## src/hdl/alu16_flags_branch_test_core_assert.svh

```systemverilog
// assertion macros shared by the alu16 flags/branch core modules
// relies on clk_i and rst_ni being present in the including module
`ifndef ALU16_FLAGS_BRANCH_TEST_CORE_ASSERT_SVH
`define ALU16_FLAGS_BRANCH_TEST_CORE_ASSERT_SVH

`ifndef SYNTHESIS
`define AFBT_ASSERT(lbl, prop, msg) \
  lbl: assert property (@(posedge clk_i) disable iff (!rst_ni) prop) else $error(msg);
`define AFBT_ASSERT_IMP(lbl, ante, cons, msg) \
  `AFBT_ASSERT(lbl, (ante) |-> (cons), msg)
`define AFBT_ASSERT_NXT(lbl, ante, cons, msg) \
  `AFBT_ASSERT(lbl, (ante) |=> (cons), msg)
`else
`define AFBT_ASSERT(lbl, prop, msg)
`define AFBT_ASSERT_IMP(lbl, ante, cons, msg)
`define AFBT_ASSERT_NXT(lbl, ante, cons, msg)
`endif

`endif

```

## src/hdl/afbt_pkg.sv

```systemverilog
// shared types and constants for the alu16 flags/branch core
// no dependencies
package afbt_pkg;

  localparam int unsigned DATA_W = 16;
  localparam int unsigned CNT_W  = $clog2(DATA_W);
  localparam int unsigned SHW    = $clog2(DATA_W);
  localparam int unsigned OP_W   = 5;

  typedef enum logic [OP_W-1:0] {
    OP_ADD = 5'd0,
    OP_SUB = 5'd1,
    OP_MUL = 5'd2,
    OP_DIV = 5'd3,
    OP_SHL = 5'd4,
    OP_SHR = 5'd5,
    OP_AND = 5'd6,
    OP_OR  = 5'd7,
    OP_XOR = 5'd8,
    OP_NOT = 5'd9,
    OP_CMP = 5'd10,
    OP_MOV = 5'd11,
    OP_JMP = 5'd12,
    OP_JZ  = 5'd13,
    OP_JNZ = 5'd14,
    OP_JG  = 5'd15,
    OP_JL  = 5'd16,
    OP_JE  = 5'd17,
    OP_JNE = 5'd18,
    OP_JGE = 5'd19,
    OP_JLE = 5'd20
  } op_e;

  typedef struct packed {
    logic z;
    logic c;
    logic n;
    logic v;
  } flags_t;

  // request to the iterative multiply/divide unit
  typedef struct packed {
    logic start;
    logic is_div;
  } md_req_t;

  typedef struct packed {
    logic busy;
    logic done;
  } md_rsp_t;

endpackage

```

## src/hdl/alu16_flags_branch_test_core.sv

```systemverilog
// top level of the 16-bit alu with stored status flags and jump resolution
// uses afbt_pkg and afbt_muldiv
// Each input beat carries an opcode in tuser and two 16-bit operands in tdata; one result beat
// follows per input beat. Add, sub, cmp, shifts, logic ops, move and jumps skip the muldiv unit:
// the result register loads on the accept edge. Mul and div make one pass per operand bit through
// the shared add/subtract unit in afbt_muldiv, and the result register loads once it signals done.
// A new beat is taken when the block is not iterating and the result register is empty or being
// drained: simple ops can go at one item per cycle while results drain; mul/div blocks new beats.
// Jumps test the flags left by the previous item; divide by zero gives all ones and sets overflow.
`include "alu16_flags_branch_test_core_assert.svh"

module alu16_flags_branch_test_core (
  input  logic        clk_i,
  input  logic        rst_ni,
  input  logic        s_axis_tvalid_i,
  output logic        s_axis_tready_o,
  input  logic [31:0] s_axis_tdata_i,   // [15:0] operand_a, [31:16] operand_b
  input  logic [7:0]  s_axis_tuser_i,   // [4:0] op, [7:5] zero
  output logic        m_axis_tvalid_o,
  input  logic        m_axis_tready_i,
  output logic [15:0] m_axis_tdata_o,   // [15:0] result
  output logic [7:0]  m_axis_tuser_o    // write_back, branch_taken, zero_out, carry_out,
                                        // negative_out, overflow_out, [7:6] zero
);
  import afbt_pkg::*;

  typedef enum logic {
    ST_IDLE,
    ST_BUSY
  } state_e;

  state_e            state_q;
  logic              m_valid_q;
  logic [DATA_W-1:0] res_q;
  logic              wb_q;
  logic              tk_q;
  flags_t            flags_q;
  logic              div_q;
  logic              bzero_q;

  op_e               op;
  logic [DATA_W-1:0] a;
  logic [DATA_W-1:0] b;
  logic              accept;
  logic              is_md;

  logic [DATA_W:0]   add_s;
  logic [DATA_W:0]   sub_s;
  logic              sv;
  logic [DATA_W-1:0] r;
  logic              wb;
  logic              tk;
  flags_t            fl;

  md_req_t           md_req;
  md_rsp_t           md_rsp;
  logic [DATA_W-1:0] md_lo;
  logic [DATA_W-1:0] md_hi;
  flags_t            md_fl;

  assign op     = op_e'(s_axis_tuser_i[OP_W-1:0]);
  assign a      = s_axis_tdata_i[DATA_W-1:0];
  assign b      = s_axis_tdata_i[2*DATA_W-1:DATA_W];
  assign is_md  = (op == OP_MUL) || (op == OP_DIV);
  assign accept = s_axis_tvalid_i && s_axis_tready_o;

  assign s_axis_tready_o = (state_q == ST_IDLE) && (!m_valid_q || m_axis_tready_i);

  assign md_req.start  = accept && is_md;
  assign md_req.is_div = (op == OP_DIV);

  afbt_muldiv u_muldiv (
    .clk_i  (clk_i),
    .rst_ni (rst_ni),
    .req_i  (md_req),
    .a_i    (a),
    .b_i    (b),
    .rsp_o  (md_rsp),
    .lo_o   (md_lo),
    .hi_o   (md_hi)
  );

  // ops handled without the muldiv unit
  always_comb begin
    add_s = {1'b0, a} + {1'b0, b};
    sub_s = {1'b0, a} - {1'b0, b};
    sv    = flags_q.n ^ flags_q.v;
    r     = '0;
    wb    = 1'b0;
    tk    = 1'b0;
    fl    = flags_q;
    case (op)
      OP_ADD: begin
        r  = add_s[DATA_W-1:0];
        wb = 1'b1;
        fl = '{z: (r == '0), c: add_s[DATA_W], n: r[DATA_W-1],
               v: (a[DATA_W-1] ^ r[DATA_W-1]) & (b[DATA_W-1] ^ r[DATA_W-1])};
      end
      OP_SUB, OP_CMP: begin
        r  = sub_s[DATA_W-1:0];
        wb = (op == OP_SUB);
        fl = '{z: (r == '0), c: sub_s[DATA_W], n: r[DATA_W-1],
               v: (a[DATA_W-1] ^ b[DATA_W-1]) & (a[DATA_W-1] ^ r[DATA_W-1])};
      end
      OP_SHL, OP_SHR, OP_AND, OP_OR, OP_XOR, OP_NOT: begin
        case (op)
          OP_SHL:  r = (b[DATA_W-1:SHW] != '0) ? '0 : (a << b[SHW-1:0]);
          OP_SHR:  r = (b[DATA_W-1:SHW] != '0) ? '0 : (a >> b[SHW-1:0]);
          OP_AND:  r = a & b;
          OP_OR:   r = a | b;
          OP_XOR:  r = a ^ b;
          default: r = ~a;
        endcase
        wb = 1'b1;
        fl = '{z: (r == '0), c: 1'b0, n: r[DATA_W-1], v: 1'b0};
      end
      OP_MOV: begin
        r  = b;
        wb = 1'b1;
      end
      OP_JMP: begin
        r  = a;
        tk = 1'b1;
      end
      OP_JZ, OP_JE: begin
        r  = a;
        tk = flags_q.z;
      end
      OP_JNZ, OP_JNE: begin
        r  = a;
        tk = !flags_q.z;
      end
      OP_JG: begin
        r  = a;
        tk = !flags_q.z && !sv;
      end
      OP_JL: begin
        r  = a;
        tk = sv;
      end
      OP_JGE: begin
        r  = a;
        tk = !sv;
      end
      OP_JLE: begin
        r  = a;
        tk = flags_q.z || sv;
      end
      default: begin
        r  = '0;
      end
    endcase
  end

  // flags for a finished multiply or divide
  always_comb begin
    if (div_q) begin
      md_fl = '{z: (md_lo == '0), c: 1'b0, n: md_lo[DATA_W-1], v: bzero_q};
    end else begin
      md_fl = '{z: (md_lo == '0), c: (md_hi != '0), n: md_lo[DATA_W-1], v: (md_hi != '0)};
    end
  end

  always_ff @(posedge clk_i or negedge rst_ni) begin
    if (!rst_ni) begin
      state_q   <= ST_IDLE;
      m_valid_q <= 1'b0;
      flags_q   <= '0;
      div_q     <= 1'b0;
      bzero_q   <= 1'b0;
    end else begin
      // drained beat, unless a simple op refills the register on this edge
      if (m_valid_q && m_axis_tready_i && !(accept && !is_md)) begin
        m_valid_q <= 1'b0;
      end
      case (state_q)
        ST_IDLE: begin
          if (accept) begin
            if (is_md) begin
              state_q <= ST_BUSY;
              div_q   <= (op == OP_DIV);
              bzero_q <= (b == '0);
            end else begin
              m_valid_q <= 1'b1;
              res_q     <= r;
              wb_q      <= wb;
              tk_q      <= tk;
              flags_q   <= fl;
            end
          end
        end
        ST_BUSY: begin
          if (md_rsp.done) begin
            // restoring divide by zero already yields all ones
            state_q   <= ST_IDLE;
            m_valid_q <= 1'b1;
            res_q     <= md_lo;
            wb_q      <= 1'b1;
            tk_q      <= 1'b0;
            flags_q   <= md_fl;
          end
        end
        default: begin
          state_q <= ST_IDLE;
        end
      endcase
    end
  end

  assign m_axis_tvalid_o = m_valid_q;
  assign m_axis_tdata_o  = res_q;
  assign m_axis_tuser_o  = {2'b00, flags_q.v, flags_q.n, flags_q.c, flags_q.z, tk_q, wb_q};

  `AFBT_ASSERT_IMP(a_done_in_busy, md_rsp.done, state_q == ST_BUSY, "muldiv done outside busy")
  `AFBT_ASSERT_IMP(a_flags_with_beat, !$stable(flags_q), m_valid_q, "flags moved without result")
  `AFBT_ASSERT_NXT(a_simple_result, accept && !is_md, m_valid_q && state_q == ST_IDLE,
                   "single-cycle op produced no result")
  `AFBT_ASSERT_IMP(a_busy_unit, state_q == ST_BUSY && !md_rsp.done, md_rsp.busy,
                   "waiting on idle muldiv unit")

endmodule

```

## src/hdl/afbt_muldiv.sv

```systemverilog
// iterative multiply/divide unit: shift-add multiply and restoring divide
// on one shared add/subtract unit, one bit per cycle; uses afbt_pkg
`include "alu16_flags_branch_test_core_assert.svh"

module afbt_muldiv (
  input  logic                     clk_i,
  input  logic                     rst_ni,
  input  afbt_pkg::md_req_t        req_i,
  input  logic [afbt_pkg::DATA_W-1:0] a_i,
  input  logic [afbt_pkg::DATA_W-1:0] b_i,
  output afbt_pkg::md_rsp_t        rsp_o,
  output logic [afbt_pkg::DATA_W-1:0] lo_o,
  output logic [afbt_pkg::DATA_W-1:0] hi_o
);
  import afbt_pkg::*;

  localparam logic [CNT_W-1:0] LAST = CNT_W'(DATA_W - 1);

  logic [DATA_W:0]   hi_q;
  logic [DATA_W-1:0] lo_q;
  logic [DATA_W-1:0] b_q;
  logic              div_q;
  logic              busy_q;
  logic              done_q;
  logic [CNT_W-1:0]  cnt_q;

  logic [DATA_W:0]   op_x;
  logic [DATA_W:0]   op_y;
  logic [DATA_W+1:0] sum;
  logic              no_borrow;
  logic [DATA_W:0]   mul_hi;

  // shared adder: adds for multiply, subtracts the divisor for divide
  always_comb begin
    op_x      = div_q ? {hi_q[DATA_W-1:0], lo_q[DATA_W-1]} : hi_q;
    op_y      = {1'b0, b_q} ^ {(DATA_W+1){div_q}};
    sum       = {1'b0, op_x} + {1'b0, op_y} + {{(DATA_W+1){1'b0}}, div_q};
    no_borrow = sum[DATA_W+1];
    mul_hi    = lo_q[0] ? sum[DATA_W:0] : hi_q;
  end

  always_ff @(posedge clk_i or negedge rst_ni) begin
    if (!rst_ni) begin
      busy_q <= 1'b0;
      done_q <= 1'b0;
      cnt_q  <= '0;
      div_q  <= 1'b0;
    end else begin
      done_q <= 1'b0;
      if (req_i.start) begin
        busy_q <= 1'b1;
        cnt_q  <= '0;
        div_q  <= req_i.is_div;
        b_q    <= b_i;
        hi_q   <= '0;
        lo_q   <= a_i;
      end else if (busy_q) begin
        if (div_q) begin
          hi_q <= no_borrow ? sum[DATA_W:0] : op_x;
          lo_q <= {lo_q[DATA_W-2:0], no_borrow};
        end else begin
          hi_q <= {1'b0, mul_hi[DATA_W:1]};
          lo_q <= {mul_hi[0], lo_q[DATA_W-1:1]};
        end
        cnt_q <= cnt_q + 1'b1;
        if (cnt_q == LAST) begin
          busy_q <= 1'b0;
          done_q <= 1'b1;
        end
      end
    end
  end

  assign rsp_o.busy = busy_q;
  assign rsp_o.done = done_q;
  assign lo_o       = lo_q;
  assign hi_o       = hi_q[DATA_W-1:0];

  `AFBT_ASSERT_IMP(a_done_idle, done_q, !busy_q, "muldiv done while still iterating")
  `AFBT_ASSERT_NXT(a_start_busy, req_i.start, busy_q && cnt_q == '0, "muldiv start lost")
  `AFBT_ASSERT_NXT(a_keep_busy, busy_q && !req_i.start && cnt_q != LAST, busy_q && !done_q,
                   "muldiv stopped early")

endmodule

```

## config.mk

```make
export PLATFORM = sky130hd
export DESIGN_NAME = alu16_flags_branch_test_core
export DESIGN_NICKNAME = d
export VERILOG_FILES = /design/src/hdl/afbt_pkg.sv /design/src/hdl/alu16_flags_branch_test_core.sv /design/src/hdl/afbt_muldiv.sv
export VERILOG_INCLUDE_DIRS = /design/src /design/src/hdl
export SDC_FILE = /design/constraint.sdc
export NUM_CORES = 1
export LEC_CHECK = 0
export BUFFER_PORTS_ARGS = -buffer_cell sky130_fd_sc_hd__buf_4
export CORE_MARGIN = 8
export CORE_UTILIZATION = 60
export DETAILED_ROUTE_END_ITERATION = 6
export GPL_TIMING_DRIVEN = 1
export HOLD_SLACK_MARGIN = 0.06
export PLACE_DENSITY = 0.81
export SLEW_MARGIN = 20
export SYNTH_ARGS = -nofsm -noshare
export SYNTH_HDL_FRONTEND = slang
export SYNTH_SLANG_ARGS = --single-unit
```

## constraint.sdc

```tcl
create_clock -name clk_i -period 5.5 [get_ports clk_i]
set_input_delay 1.65 -clock clk_i [delete_from_list [all_inputs] [get_ports clk_i]]
set_output_delay 1.65 -clock clk_i [all_outputs]
set_load 0.01 [all_outputs]
```

==> metrics.md <==
| Metric | Value |
|---|---|
| Die H | 148 um |
| Worst vdd ir | 0.391 mV |
| Root Buffer | clkbuf_16 |
| Seq/Total Area, Yosys | 22.8% |
| Hold Vio Cnt, Final | 0 |
| CP arrival | 4870 ps |
| CTS tree | yes |
| IO Count | 70 |
| Hold Path Class | reg -> reg |
| YS warnings | 0 |
| IO buf count | 64 |
| Switching part of the total power | 45.7% |
| Wire per inst | 26.2 um |
| Final instance area | 0.0113 mm^2 |
| Maximum root-to-sink buffer count | 2 |
| Placed inst area | 0.0110 mm^2 |
| FF-to-FF Start | u_muldiv.div_q |
| Final setup margin | 722 ps |
| Post-synthesis register bit count | 82 |
| Vias per inst | 7.19 |
| Most common cell after layout, fill and taps aside | buf_4 |
| Ys async rst share | 18.3% |
| Psw | 2.21 mW |
| Starting Density | 60.8% |
| Post-synthesis mux area share | 13.2% |
| Internal power | 2.62 mW |
| Area growth syn-to-layout | 8.30% |
| Initial DRC count | 1240 |
| Largest net degree at the start of global routing | 37 |
| WL met2 | 17300 um |
| F_max | 209 MHz |
| Vias | 10.5k |
| Routed Antenna Nets | 0 |
| Setup TNS | 0 ps |
| Metal1 wirelength | 14800 um |
| Core box area | 0.0172 mm^2 |
| Max Cap Violations | 0 |
| Highest-count cells in the layout ignoring fill and taps | buf_4 (96), nor2_1 (91), nand2_1 (89) |
| Critical path's top delay family | compound AO/OA/AOI/OAI gates |
| Comb pwr share | 62.2% |
| # setup viols final | 0 |
| Synth Cell Area | 0.0105 mm^2 |
| Crit path cell chain | buf_4 > inv_1 > ha_1 > a211oi_1 > o21bai_1 > a211o_1 > a31oi_1 > o211a_1 > o311a_1 > o221ai_1 > a22o_1 |
| Share of layout cells above drive strength 1 | 15.9% |
| LEAKAGE | 4.50 nW |
| Simple-Gate Fraction of Synth Area | 18.0% |
| Final instance count without filler cells | 1454 |
| Rel. slew slack | 36.8% |
| Post-Synth Adder-Cell Area | 9.07% |
| Clock skew | 7.91 ps |
| First-pass GRT wire length | 57900 um |
| WL final | 38100 um |
| Launch point of the worst hold path | u_muldiv.done_q |
| Pre-Repair DR Iteration Count | 7 |
| Core Rows | 48 |
| Antenna cells | 0 |
| CTS clk-pin slew, worst paths | 70 ps |
| Largest family of logic cells by synthesized area | compound AO/OA/AOI/OAI gates |
| PostCTS Resize Cnt | 0 |
| Post-Synth XOR/XNOR Area | 4.94% |
| Reg power frac | 23.9% |
| Final core occ | 65.9% |
| Placed Instances | 1438 |
| Crit-path max FO | 15 |
| Setup repair bufs after CTS | 0 |
| Failing checks | design-rule violations |
| Fin nets | 1342 |
| Startpoint types | primary input |
| Crit-path slowest cell | a211oi_1 |
| Die ar. | 0.0219 mm^2 |
| Final worst path period share | 86.9% |
| Slew @ Worst Pin | 941 ps |
| Min cycle time layout | 4780 ps |
| Vias in the first global route | 9819 |
| Status | complete, but fails checks |
| Routed length on met3 | 3940 um |
| Dpl hpwl | 28300 um |
| Worst setup startpoint | s_axis_tdata_i[1] |
| Gr usage total | 33.9% |
| Fraction of the mapped netlist area in compound gates | 25.0% |
| Req. time, crit path | 5600 ps |
| Clock share of power | 13.9% |
| Worst slack at placement | 481 ps |
| Synth Flop Type | edfxtp_1 |
| Hold Buf Count CTS | 0 |
| Number of enable flip-flop cells after synthesis | 67 |
| GR Overflow Total | 0 |
| Drt drc | 2 |
| Pins Over Slew Limit | 0 |
| TritonCTS buffer count | 9 |
| Mean Syn Cell Area | 8.57 um^2 |
| RD Place Congestion | 1.04 |
| Highest metal used | met4 |
| Post-synthesis cell count | 1220 |
| Pwr dens | 426 mW/mm^2 |
| RSZ-0062 raised after global routing | no |
| Worst path max stage delay | 680 ps |
| H-Tree Level Count | 3 |
| CP endpoint kind | flop |
| Worst path bufs/invs | 2 |
| Kind of critical path | in -> reg |
| Unique cell type count in the Yosys netlist | 94 |
| Initial antenna violation count | 0 |
| Clock sinks | 82 |
| Worst skew pair latency | 350 ps |
| Die X | 148 um |
==> cell usage after synthesis (6+ instances only) <==
| cell | count | area share (%) |
|---|---|---|
| a211o_1 | 6 | 0.50 |
| a211oi_1 | 18 | 1.3 |
| a21o_1 | 14 | 1.0 |
| a21oi_1 | 59 | 2.8 |
| a221o_1 | 10 | 0.96 |
| a221oi_1 | 12 | 1.0 |
| a222oi_1 | 13 | 1.2 |
| a22o_1 | 17 | 1.4 |
| a22oi_1 | 6 | 0.43 |
| a31oi_1 | 19 | 1.1 |
| and2_1 | 10 | 0.60 |
| and3_1 | 10 | 0.60 |
| buf_2 | 17 | 0.81 |
| clkbuf_1 | 72 | 2.6 |
| dfrtp_1 | 15 | 3.6 |
| edfxtp_1 | 67 | 19 |
| ha_1 | 71 | 8.5 |
| inv_1 | 60 | 2.2 |
| mux2_2 | 31 | 3.3 |
| mux2i_1 | 44 | 4.2 |
| mux4_2 | 24 | 5.2 |
| nand2_1 | 89 | 3.2 |
| nand2b_1 | 20 | 1.2 |
| nand3_1 | 23 | 1.1 |
| nand4_1 | 13 | 0.78 |
| nor2_1 | 91 | 3.3 |
| nor2b_1 | 19 | 1.1 |
| nor3_1 | 34 | 1.6 |
| nor4_1 | 15 | 0.90 |
| o2111ai_1 | 7 | 0.59 |
| o211ai_1 | 23 | 1.7 |
| o21a_1 | 6 | 0.43 |
| o21ai_0 | 70 | 3.4 |
| o21bai_1 | 6 | 0.43 |
| o221ai_1 | 7 | 0.59 |
| o31a_1 | 6 | 0.50 |
| o31ai_1 | 8 | 0.57 |
| or2_2 | 6 | 0.36 |
| or3_1 | 8 | 0.48 |
| xnor2_1 | 33 | 2.8 |
| xor2_1 | 26 | 2.2 |
==> power by group through the flow <==
stage          Sequential [mW]  Clock, mW  Combinational [mW]
2_1_floorplan             1.06          0                2.27
3_3_place_gp              1.15          0                2.82
3_5_place_dp              1.16          0                2.91
4_1_cts                   1.15      0.670                2.94
5_1_grt                   1.18      0.691                3.24
6_report                  1.15      0.671                3.00
==> stage by stage <==
step	power (mW)	hold slack [ps]
2_1_floorplan	3.34	447
3_3_place_gp	3.96	455
3_5_place_dp	4.06	469
4_1_cts	4.76	479
5_1_grt	5.11	519
6_report	4.83	493
==> final cells by class <==
class / count / area (um^2)
Clock buffer: 9 / 225
Tap cell: 225 / 282
Clock inverter: 7 / 108
Fill cell: 1445 / 5860
Sequential cell: 82 / 2390
Multi-Input combinational cell: 973 / 7360
Timing Repair Buffer: 96 / 721
Inverter: 62 / 233
==> worst reg2reg max path, delay by kind of cell, from the launching register on <==
family	cells	cell delay (ps)
AOI/OAI and AO/OA	4	1460
adders and majority gates	1	290
buffers and inverters	3	610
DFF	1	740
muxes	2	750
and+or+nand+nor	2	260
==> final timing paths <==
check | endpoint | slack, ps | depth (start not counted)
worst min register to register | state_q | 490 | 1
worst max register to register | u_muldiv.hi_q[7] | 1150 | 12
min in group asynchronous | m_axis_tuser_o[2] | 1260 | 1
max in group asynchronous | u_muldiv.div_q | 3880 | 1
worst max-delay path | m_axis_tdata_o[13] | 720 | 11
worst min-delay path | state_q | 490 | 1
==> logic make-up (layout without fill, tap and decap cells) <==
| family | Yosys count | after routing |
|---|---|---|
| buf+inv | 166 | 174 |
| fa+ha+maj | 74 | 74 |
| other cells | 1 | 2 |
| simple gates | 370 | 370 |
| flops | 82 | 82 |
| xor+xnor | 59 | 59 |
| mux | 103 | 103 |
| compound gates | 365 | 365 |
==> metal layers <==
layer,up-vias,GRT usage [%]
met4,0,18.2
met2,672,53.0
met1,5019,44.1
met5,-,0
li1,4637,-
met3,131,5.81
==> registers in the layout (all words and copies together), names as in the netlist <==
register and flops:
u_muldiv.hi_q 17, m_axis_tdata_o 16, u_muldiv.b_q 16, u_muldiv.lo_o 16, m_axis_tuser_o 4, u_muldiv.cnt_q 4, bzero_q 1, div_q 1
m_axis_tvalid_o 1, state_q 1, tk_q 1, u_muldiv.busy_q 1, u_muldiv.div_q 1, u_muldiv.done_q 1, wb_q 1
(Power assumes the default switching activity.)
